## config.mk

```make
export PLATFORM = sky130hd
export DESIGN_NAME = lmf_queue
export DESIGN_NICKNAME = d
export VERILOG_FILES = /design/src/rtl/lmf_pkg.sv /design/src/rtl/lmf_queue.sv
export SDC_FILE = /design/constraint.sdc
export NUM_CORES = 1
export LEC_CHECK = 0
export BUFFER_PORTS_ARGS = -buffer_cell sky130_fd_sc_hd__buf_2
export CAP_MARGIN = 20
export CORE_ASPECT_RATIO = 1.1
export CORE_MARGIN = 10
export CORE_UTILIZATION = 52
export DETAILED_ROUTE_END_ITERATION = 6
export PLACE_DENSITY = 0.81
export SYNTH_ARGS = -nofsm -noshare
export SYNTH_HDL_FRONTEND = slang
export SYNTH_SLANG_ARGS = --single-unit
```

## constraint.sdc

```tcl
create_clock -name clk -period 4.4 [get_ports clk]
set_input_delay 0.22 -clock clk [delete_from_list [all_inputs] [get_ports clk]]
set_output_delay 0.22 -clock clk [all_outputs]
set_load 0.05 [all_outputs]
```

## src/rtl/lmf_pkg.sv

```systemverilog
`timescale 1ns / 1ps
// ---------------------------------------------------------------------------
// lmf_pkg: shared types and constants of the line message FIFO
// Word classes, result status codes, back-end states and default sizes.
// ---------------------------------------------------------------------------
package lmf_pkg;

	// Default geometry of the message store
	localparam int MSG_LEN_DEF   = 256;
	localparam int MSG_SLOTS_DEF = 32;

	// Depth of the queue between front and back (power of two)
	localparam int QUEUE_DEPTH = 4;

	// Line terminator on the link
	localparam logic [7:0] NEWLINE_CODE = 8'h0A;

	// Fixed result field widths
	localparam int HLEN_W  = 9;
	localparam int COUNT_W = 6;

	// Class of an accepted word, decided by the front
	typedef enum logic [1:0] {
		KIND_IGNORE,
		KIND_DATA,
		KIND_NEWLINE,
		KIND_READ
	} kind_t;

	// Result status codes
	typedef enum logic [1:0] {
		STATUS_OK,
		STATUS_EMPTY,
		STATUS_DROP
	} status_t;

	// Back-end sequencer states
	typedef enum logic [1:0] {
		BK_IDLE,
		BK_STORE_RD,
		BK_LEN_RD
	} back_state_t;

	// One classified word travelling through the queue
	typedef struct packed {
		kind_t      kind;
		logic [7:0] data;
	} item_t;

endpackage

```

## src/rtl/lmf_queue.sv

```systemverilog
`timescale 1ns / 1ps
// ---------------------------------------------------------------------------
// lmf_queue: short FIFO between front and back
// Decouples word acceptance from message store work.
// ---------------------------------------------------------------------------
module lmf_queue (
	input  logic           clk,
	input  logic           arst_n,
	input  logic           push,
	input  lmf_pkg::item_t push_item,
	output logic           full,
	input  logic           pop,
	output logic           valid,
	output lmf_pkg::item_t pop_item
);

	localparam int PTR_W = $clog2(lmf_pkg::QUEUE_DEPTH);
	localparam int CNT_W = $clog2(lmf_pkg::QUEUE_DEPTH + 1);

	lmf_pkg::item_t   entry_q [lmf_pkg::QUEUE_DEPTH];
	logic [PTR_W-1:0] wr_ptr_q;
	logic [PTR_W-1:0] rd_ptr_q;
	logic [CNT_W-1:0] count_q;
	logic             do_push;
	logic             do_pop;

	assign full     = (count_q == CNT_W'(lmf_pkg::QUEUE_DEPTH));
	assign valid    = (count_q != '0);
	assign pop_item = entry_q[rd_ptr_q];
	assign do_push  = push && !full;
	assign do_pop   = pop && valid;

	// Advance pointers and fill level
	always_ff @(posedge clk or negedge arst_n) begin
		if (!arst_n) begin
			wr_ptr_q <= '0;
			rd_ptr_q <= '0;
			count_q  <= '0;
		end else begin
			if (do_push) begin
				wr_ptr_q <= wr_ptr_q + PTR_W'(1);
			end
			if (do_pop) begin
				rd_ptr_q <= rd_ptr_q + PTR_W'(1);
			end
			if (do_push && !do_pop) begin
				count_q <= count_q + CNT_W'(1);
			end else if (do_pop && !do_push) begin
				count_q <= count_q - CNT_W'(1);
			end
		end
	end

	// Entry storage
	always_ff @(posedge clk) begin
		if (do_push) begin
			entry_q[wr_ptr_q] <= push_item;
		end
	end

endmodule

```

==> run_results.csv <==
group,metric,value,unit
timing,slew_headroom,0.531,
worst_setup_path,critical_path.top_delay_family,"flip-flops",
worst_setup_path,crit_chain,"mux4_2, buf_2",
worst_setup_path,worst-path-buf-inv,1,
global_route,grt_first_pass_wirelength,5.05,mm
global_route,globalRoute.totalOverflow,0,
worst_setup_path,r2r_cells,8,
timing,slew_violations,0,
power_and_ir_drop,p_leak,0.765,nW
drt,via_per_inst,5.34,
drt,wl,2.97,mm
layout,nNetsFinal,137,
global_route,antenna_found_initial,0,
die,io_pins,26,
min_path,hold_class,"input port to flop",
timing,fmax,451,MHz
timing,fin_tns_setup,0,ns
die,dieArea,6420,sq um
clock_tree,clock_path_buffers,2,
clock_tree,cts_buffers,5,
global_route,grt_use_total,0.0996,
global_route,grt_max_degree,16,
worst_setup_path,end_kind,"primary output",
placement,portBuffers,25,
yosys,yosys.area.top_type,"edfxtp_1",
yosys,synth_top_cell_area_share,0.639,
clock_tree,clkSinkCount,47,
drt,first_pass_iters,4,
clock_tree,cts_tree,"built",
layout,design_area,2110,sq um
clock_tree,htree_levels,2,
worst_setup_path,rrSetupSlack,2.22,ns
yosys,syn_inst,87,
power_and_ir_drop,vdd_drop_max,0.394,mV
die,die_h,83.1,um
die,core_region_area,3410,sq um
yosys,ys_seq_area_frac,0.732,
die,start_util,0.551,
timing,rsz0062_at_grt,"no",
worst_setup_path,slowest_delay,0.82,ns
global_route,grt_pass1_vias,1013,
clock_tree,cts-root-buf,"clkbuf_4",
yosys,synth.avg_cell_area,21.6,sq um
layout,diodes,0,
layout,layout_commonest_cell,"edfxtp_1",
clock_tree,cts_setup_buffers,0,
layout,drive_above_1_share,0.441,
layout,syn2layout_area_growth,12.2,%
placement,dp_hpwl,2.16,mm
clock_tree,clk_latency,0.35,ns
timing,post-route-period-util,0.504,
worst_setup_path,critical_path_class,"flop to primary output",
power_and_ir_drop,powerDensity,724,nW/um^2
worst_setup_path,start_kind,"flop",
worst_setup_path,cp.depth,2,
min_path,hold_depth,1,
placement,dpl-instance-area,2040,sq um
power_and_ir_drop,finalPower,0.00153,W
yosys,synth_warnings,0,
timing,finalHoldViolCount,0,
outcome,outcome,"complete, no violations",
worst_setup_path,slowest_stage,"dfrtp_1",
yosys,syn_nets,107,
timing,period_needed,2.22,ns
drt,drt_iter0_drc,44,
placement,gp_congestion,0.656,
run,drv_cap,0,
die,chipWidth,77.3,um
clock_tree,clk_pin_slew,0.13,ns
drt,vias,887,
yosys,synth_area_leaders,"edfxtp_1 64%, mux4_2 12%, dfrtp_1 9.3%",
yosys,synth_cell_types,20,
layout,fill_cells,279,
timing,worst_pin_slew,0.704,ns
timing,setup_viol,0,
yosys,synth_area,1880,sq um
drt,detail-route-antenna-nets,0,
drt,drc,0,
timing,clock_skew,0.0112,ns
drt,routedWlPerCell,17.9,um
worst_setup_path,required,4.18,ns
worst_setup_path,cp_max_fo,12,
worst_setup_path,cp.arrival,2.00,ns
layout,postLayoutCoreUtil,0.618,
yosys,ys_seq_elements,47,
die,rows,22,
layout,final_cell_mix,"40 x edfxtp_1, 25 x buf_2, 10 x mux4_2",
[state kept, by name, indices dropped and copies added, names as in the netlist]
name,cells
count_q,3
wr_ptr_q,2
entry_q,40
rd_ptr_q,2
[layout make-up]
| type | instances | area (sq um) | area share |
|---|---|---|---|
| multi-input cells | 34 | 468 | 0.222 |
| repair buffers | 26 | 135 | 0.0641 |
| flip-flops and latches | 47 | 1380 | 0.653 |
| clock buffers | 5 | 37.5 | 0.0178 |
| well taps | 48 | 60.1 | 0.0285 |
| inverters | 3 | 11.3 | 0.00534 |
| clock inverters | 3 | 20.0 | 0.00950 |
[through the flow]
step | std cells | setup slack [ns] | hold WS, ns
global placement | 157 | 2.40 | 0.0556
detailed placement | 157 | 2.22 | 0.0630
CTS | 166 | 2.10 | 0.0492
floorplan | 87 | 2.16 | -0.0756
finish | 166 | 2.18 | 0.0697
global route | 166 | 2.01 | 0.0479
[cell usage after synthesis]
| master | count |
|---|---|
| nor2_1 | 1 |
| nor3b_4 | 1 |
| fa_1 | 1 |
| xor2_1 | 2 |
| buf_6 | 1 |
| xnor2_1 | 4 |
| inv_1 | 3 |
| buf_2 | 1 |
| nor2b_2 | 1 |
| mux2_4 | 1 |
| edfxtp_1 | 40 |
| nand2_1 | 1 |
| mux4_2 | 10 |
| ha_1 | 5 |
| and2_2 | 4 |
| mux2_2 | 1 |
| dfrtp_1 | 7 |
| buf_4 | 1 |
| nand3_1 | 1 |
| or3_4 | 1 |
[metal layers]
layer  vias to the layer above  GRT usage  part of all wire
li1                        394          -                 -
met1                       460      0.101              0.37
met2                        25      0.171              0.54
met3                         8     0.0485             0.069
met4                         0     0.0396             0.023
met5                         -          0                 0
[path summary, 6_finish.rpt]
kind / endpoint / from
setup / recovery: pop_item[0] / rd_ptr_q[0]
hold / removal: entry_q[3][6] / push_item[6]
setup reg to reg: count_q[2] / count_q[0]
hold reg to reg: count_q[2] / count_q[2]
max in group asynchronous: count_q[2] / arst_n
min in group asynchronous: wr_ptr_q[0] / arst_n
[power breakdown]
part | internal [W] | leakage, nW | switching, W
Sequential | 0.000599 | 0.448 | 0.0000995
Clock | 0.0000611 | 0.0272 | 0.000131
Combinational | 0.000234 | 0.290 | 0.000403
[cell families after synthesis]
family / Yosys count / share of synthesized area
multiplexers: 12 / 0.134
AND/OR/NAND/NOR: 10 / 0.0433
XOR/XNOR: 6 / 0.0280
buffers and inverters: 6 / 0.0186
flip-flops: 47 / 0.732
adder cells (fa/ha/maj): 6 / 0.0439
[what timing repair did]
action / CTS / global route
hold buffers: 1 / 0
endpoints found under the setup margin: 0 / 0
hold endpoints to repair: 7 / 0
gates resized for setup: 0 / 0
(Power assumes the default switching activity.)
