$ cat src/rtl/lmf_pkg.sv
`timescale 1ns / 1ps
// ---------------------------------------------------------------------------
// lmf_pkg: shared types and constants of the line message FIFO
// Word classes, result status codes, back-end states and default sizes.
// ---------------------------------------------------------------------------
package lmf_pkg;

	// Default geometry of the message store
	localparam int MSG_LEN_DEF   = 256;
	localparam int MSG_SLOTS_DEF = 32;

	// Depth of the queue between front and back (power of two)
	localparam int QUEUE_DEPTH = 4;

	// Line terminator on the link
	localparam logic [7:0] NEWLINE_CODE = 8'h0A;

	// Fixed result field widths
	localparam int HLEN_W  = 9;
	localparam int COUNT_W = 6;

	// Class of an accepted word, decided by the front
	typedef enum logic [1:0] {
		KIND_IGNORE,
		KIND_DATA,
		KIND_NEWLINE,
		KIND_READ
	} kind_t;

	// Result status codes
	typedef enum logic [1:0] {
		STATUS_OK,
		STATUS_EMPTY,
		STATUS_DROP
	} status_t;

	// Back-end sequencer states
	typedef enum logic [1:0] {
		BK_IDLE,
		BK_STORE_RD,
		BK_LEN_RD
	} back_state_t;

	// One classified word travelling through the queue
	typedef struct packed {
		kind_t      kind;
		logic [7:0] data;
	} item_t;

endpackage

$ cat src/rtl/lmf_front.sv
`timescale 1ns / 1ps
// ---------------------------------------------------------------------------
// lmf_front: input stage of the line message FIFO
// Accepts words from the link side, classifies them and pushes them on.
// ---------------------------------------------------------------------------
module lmf_front (
	input  logic           clk,
	input  logic           arst_n,
	input  logic           in_valid,
	output logic           in_stall,
	input  logic           mode,
	input  logic [7:0]     rx_byte,
	input  logic           q_full,
	output logic           q_push,
	output lmf_pkg::item_t q_item
);

	logic           valid_s1;
	lmf_pkg::item_t item_s1;
	lmf_pkg::item_t item_dec;
	logic           accept;

	// Classify the incoming word
	always_comb begin
		item_dec.data = rx_byte;
		if (mode) begin
			item_dec.kind = lmf_pkg::KIND_READ;
		end else if (rx_byte == 8'h00) begin
			item_dec.kind = lmf_pkg::KIND_IGNORE;
		end else if (rx_byte == lmf_pkg::NEWLINE_CODE) begin
			item_dec.kind = lmf_pkg::KIND_NEWLINE;
		end else begin
			item_dec.kind = lmf_pkg::KIND_DATA;
		end
	end

	// Stall only while the stage holds a word the queue cannot take
	assign in_stall = valid_s1 && q_full;
	assign accept   = in_valid && !in_stall;
	assign q_push   = valid_s1 && !q_full;
	assign q_item   = item_s1;

	// Stage valid
	always_ff @(posedge clk or negedge arst_n) begin
		if (!arst_n) begin
			valid_s1 <= 1'b0;
		end else if (accept) begin
			valid_s1 <= 1'b1;
		end else if (q_push) begin
			valid_s1 <= 1'b0;
		end
	end

	// Stage payload
	always_ff @(posedge clk) begin
		if (accept) begin
			item_s1 <= item_dec;
		end
	end

endmodule

$ cat config.mk
export PLATFORM = sky130hd
export DESIGN_NAME = lmf_front
export DESIGN_NICKNAME = d
export VERILOG_FILES = /design/src/rtl/lmf_pkg.sv /design/src/rtl/lmf_front.sv
export SDC_FILE = /design/constraint.sdc
export NUM_CORES = 1
export LEC_CHECK = 0
export BUFFER_PORTS_ARGS = -buffer_cell sky130_fd_sc_hd__buf_4
export CAP_MARGIN = 30
export CORE_AREA = 2 2 39 41
export CTS_CLUSTER_DIAMETER = 30
export DETAILED_ROUTE_END_ITERATION = 12
export DIE_AREA = 0 0 41 43
export GPL_TIMING_DRIVEN = 1
export PLACE_DENSITY = 0.57
export REMOVE_ABC_BUFFERS = 1
export SYNTH_ARGS = -nofsm -noshare
export SYNTH_HDL_FRONTEND = slang
export SYNTH_SLANG_ARGS = --single-unit
$ cat constraint.sdc
create_clock -name clk -period 4.15 [get_ports clk]
set_clock_uncertainty 0.15 [all_clocks]
set_input_delay 0.415 -clock clk [delete_from_list [all_inputs] [get_ports clk]]
set_output_delay 0.415 -clock clk [all_outputs]
set_load 0.01 [all_outputs]
==> results list <==
- For this run, the detailed router's first-pass iteration total came to 3.
* Sequential cell fraction of total power: 55.9%
* Global-route wire length before repair: 1010 um
- CTS tree: done
- Worst path max stage delay: 0.65 ns
* Net count reported at finish: 63
- Total congestion overflow: 0
- For this run, the number of Yosys warnings is 0.
- Number of inserted diodes: 0
- Dividing the detail-routed wire length by the instance count gives 11.0 um.
- Cells after synthesis: 20
* Power density over the cells: 367 mW/mm^2
- Number of buffers created by CTS: 3
- Sequential-to-total area share from yosys stat: about 83%
- A synthesized cell averages around 20 um^2.
- Min Tclk post-route: approximately 1.7 ns
- The run finished with clean final reports.
- In this run the worst path has a maximum fanout of 10.
- Switching power: 0.0487 mW
- Drt drc: 0
- Leaving out fill and tap cells, the most frequent cell in the layout is sky130_fd_sc_hd__buf_4.
- The number of global-route vias before repair came to 256.
* Arrival time reported for the critical path endpoint: roughly 1.5 ns
- Core region area: 0.00138 mm^2
- Of the available clock period, the critical path in the final layout requires about two fifths.
- The number of endpoints with negative hold slack in the final report was 0.
- Width of the die: between 40 and 50 um
- Slew at the pin with the worst max-slew slack: 0.831 ns
* Leakage dissipation: 0.261 nW
* Worst setup path category: flop to flop
* Detailed-route vias per instance: between 4 and 5
- Based on the critical path, the design can be clocked at up to 579 MHz.
- Commonest cells after routing, fill and taps aside: sky130_fd_sc_hd__buf_4 (24), sky130_fd_sc_hd__edfxtp_1 (10), sky130_fd_sc_hd__clkbuf_4 (3)
- IO Port Bufs: 24
* DR vias: around 270
- Clock-pin slew on the worst setup and hold paths: 0.07 ns
* Post-synth top area share: about three quarters
- Cell row count: 14
* Post-route setup TNS: 0 ns
- At the worst endpoint, the required time is 3.89 ns.
- Worst path setup slack after routing: 2.42 ns
* Clk buf depth: 2
- Initial cell density of the core: 28.5%
- Per report_power, the combinational group accounts for 13.0% of the total.
- Entering global routing, the biggest net connects 11 pins.
- Of all cell types, the one taking the most synthesized area is sky130_fd_sc_hd__edfxtp_1.
- Setup slack after placement: 2.25 ns
- FILL cells: 134
* Share of total power in the clock network: 31.0%
- Category of the worst setup path launch point: flop
- Total routed wirelength: 712 um
- Clock Tree Root: sky130_fd_sc_hd__clkbuf_4
* Top cells by area, synth: sky130_fd_sc_hd__edfxtp_1 (76%), sky130_fd_sc_hd__dfrtp_1 (6.3%), sky130_fd_sc_hd__nor2b_1 (3.2%), sky130_fd_sc_hd__nor4_2 (3.2%), sky130_fd_sc_hd__a41o_1 (2.5%)
- The mapped netlist covers just under 400 um^2.
- Worst IR drop on VDD: between 150 and 200 uV
- Crit end category: flop
- In this run the worst hold path is classified as input pin to flop.
* Area enclosed by the die boundary: 0.00176 mm^2
- Maximum capacitance violations: 0
- Fraction of final layout cells sized beyond drive strength 1: 59.2%
- Setup violations remaining at the end of the flow were counted as 0.
* Max-slew violation total from the final report: 0
* Global Route Usage Sum: 9.51%
- P_int: 0.183 mW
- The synthesized netlist contains 10 unique library cells.
* Signed area change from the synthesized netlist to the final layout: 60.0%
- Remaining number of nets flagged by the antenna check after routing: 0
- CTS saw 11 sinks.
* Number of antenna violations at the first check in global routing: 0
- RD Place Congestion: a little under 0.6
* Proportion of total power due to net switching: 21.0%
- Insertion delay to the later sink of the worst-skew pair: 0.26 ns
- The largest individual stage delay along the critical path comes from the cell sky130_fd_sc_hd__nor2b_1.
- Measured against its own limit, the worst slew margin works out to 44.5%.
* Die extent in y: 43 um
- RSZ-0062 raised after global routing: false
- Ordered list of cells on the worst path: and2_1 -> nor2b_1
- 25 I/O pins were placed.
* Register bit count reported by yosys: 11
* Maximum level of the CTS H-tree: 1
* Violation count after the first detailed-route iteration: 3
[timing repair]
item                      in CTS  in global routing
resized for setup              0                  0
buffers inserted               0                  0
hold buffers                   1                  0
hold endpoints to repair       1                  0
[through the flow]
stage | cell area (um^2) | instances | utilization, % | total power [mW] | hold WS (ns)
2_1_floorplan | 394 | 20 | - | 0.141 | -0.0306
3_3_place_gp | 594 | 60 | 42.9 | 0.161 | 0.0405
3_5_place_dp | 594 | 60 | 42.9 | 0.162 | 0.0408
4_1_cts | 631 | 65 | 45.6 | 0.234 | 0.175
5_1_grt | 631 | 65 | 45.6 | 0.242 | 0.171
6_report | 631 | 65 | 45.6 | 0.231 | 0.186
[critical path: cells and delay by family, from the launching register on]
kind,cells,cell delay (ns)
DFF,1,0.38
and+or+nand+nor,2,0.83
[power by group through the flow]
stage / sequential, mW / clock (mW) / combinational [mW]
2_1_floorplan: 0.134 / 0 / 0.00662
3_3_place_gp: 0.131 / 0 / 0.0292
3_5_place_dp: 0.132 / 0 / 0.0300
4_1_cts: 0.129 / 0.0739 / 0.0308
5_1_grt: 0.130 / 0.0789 / 0.0329
6_report: 0.129 / 0.0718 / 0.0302
[Yosys cell counts, drive strengths merged]
| cell | number |
|---|---|
| a41o | 1 |
| and2 | 1 |
| dfrtp | 1 |
| edfxtp | 10 |
| nand4b | 1 |
| nor2 | 1 |
| nor2b | 2 |
| nor4 | 1 |
| or2 | 1 |
| xnor2 | 1 |
[layout make-up]
type,count,area [um^2],area share (%)
repair buffers,25,190,30.2
clock buffers,4,26.3,4.17
flip-flops and latches,11,325,51.6
multi-input cells,9,68.8,10.9
well taps,16,20.0,3.17
[flip-flops by register name, summed over array words and instances, names as in the netlist]
signal	flops
q_item	10
valid_s1	1
[metal layers]
metal,routed length (um),global-route usage (%)
met3,71,3.66
met1,244,9.22
met2,397,13.8
met5,0,0
met4,0,10.0
[worst paths after layout]
| kind | from | to | slack, ns | cells after the start |
|---|---|---|---|---|
| min reg2reg | valid_s1$_DFFE_PN0P_ | valid_s1$_DFFE_PN0P_ | 0.50 | 2 |
| max reg2reg | valid_s1$_DFFE_PN0P_ | q_item[7]$_DFFE_PP_ | 2.42 | 2 |
| min in group asynchronous | arst_n | valid_s1$_DFFE_PN0P_ | 0.31 | 2 |
| min | rx_byte[0] | q_item[0]$_DFFE_PP_ | 0.19 | 1 |
| max in group asynchronous | arst_n | valid_s1$_DFFE_PN0P_ | 3.46 | 2 |
| max | valid_s1$_DFFE_PN0P_ | q_item[7]$_DFFE_PP_ | 2.42 | 2 |
[kinds of logic (layout without fill, tap and decap cells)]
family / count (synthesis) / count (layout) / share of synthesized area, %
AO/OA/AOI/OAI: 1 / 1 / 2.54
XOR/XNOR: 1 / 1 / 2.22
buffers and inverters: 0 / 29 / 0
flip-flops: 11 / 11 / 82.5
AND/OR/NAND/NOR: 7 / 7 / 12.7
Power figures use the tool's default switching activity.
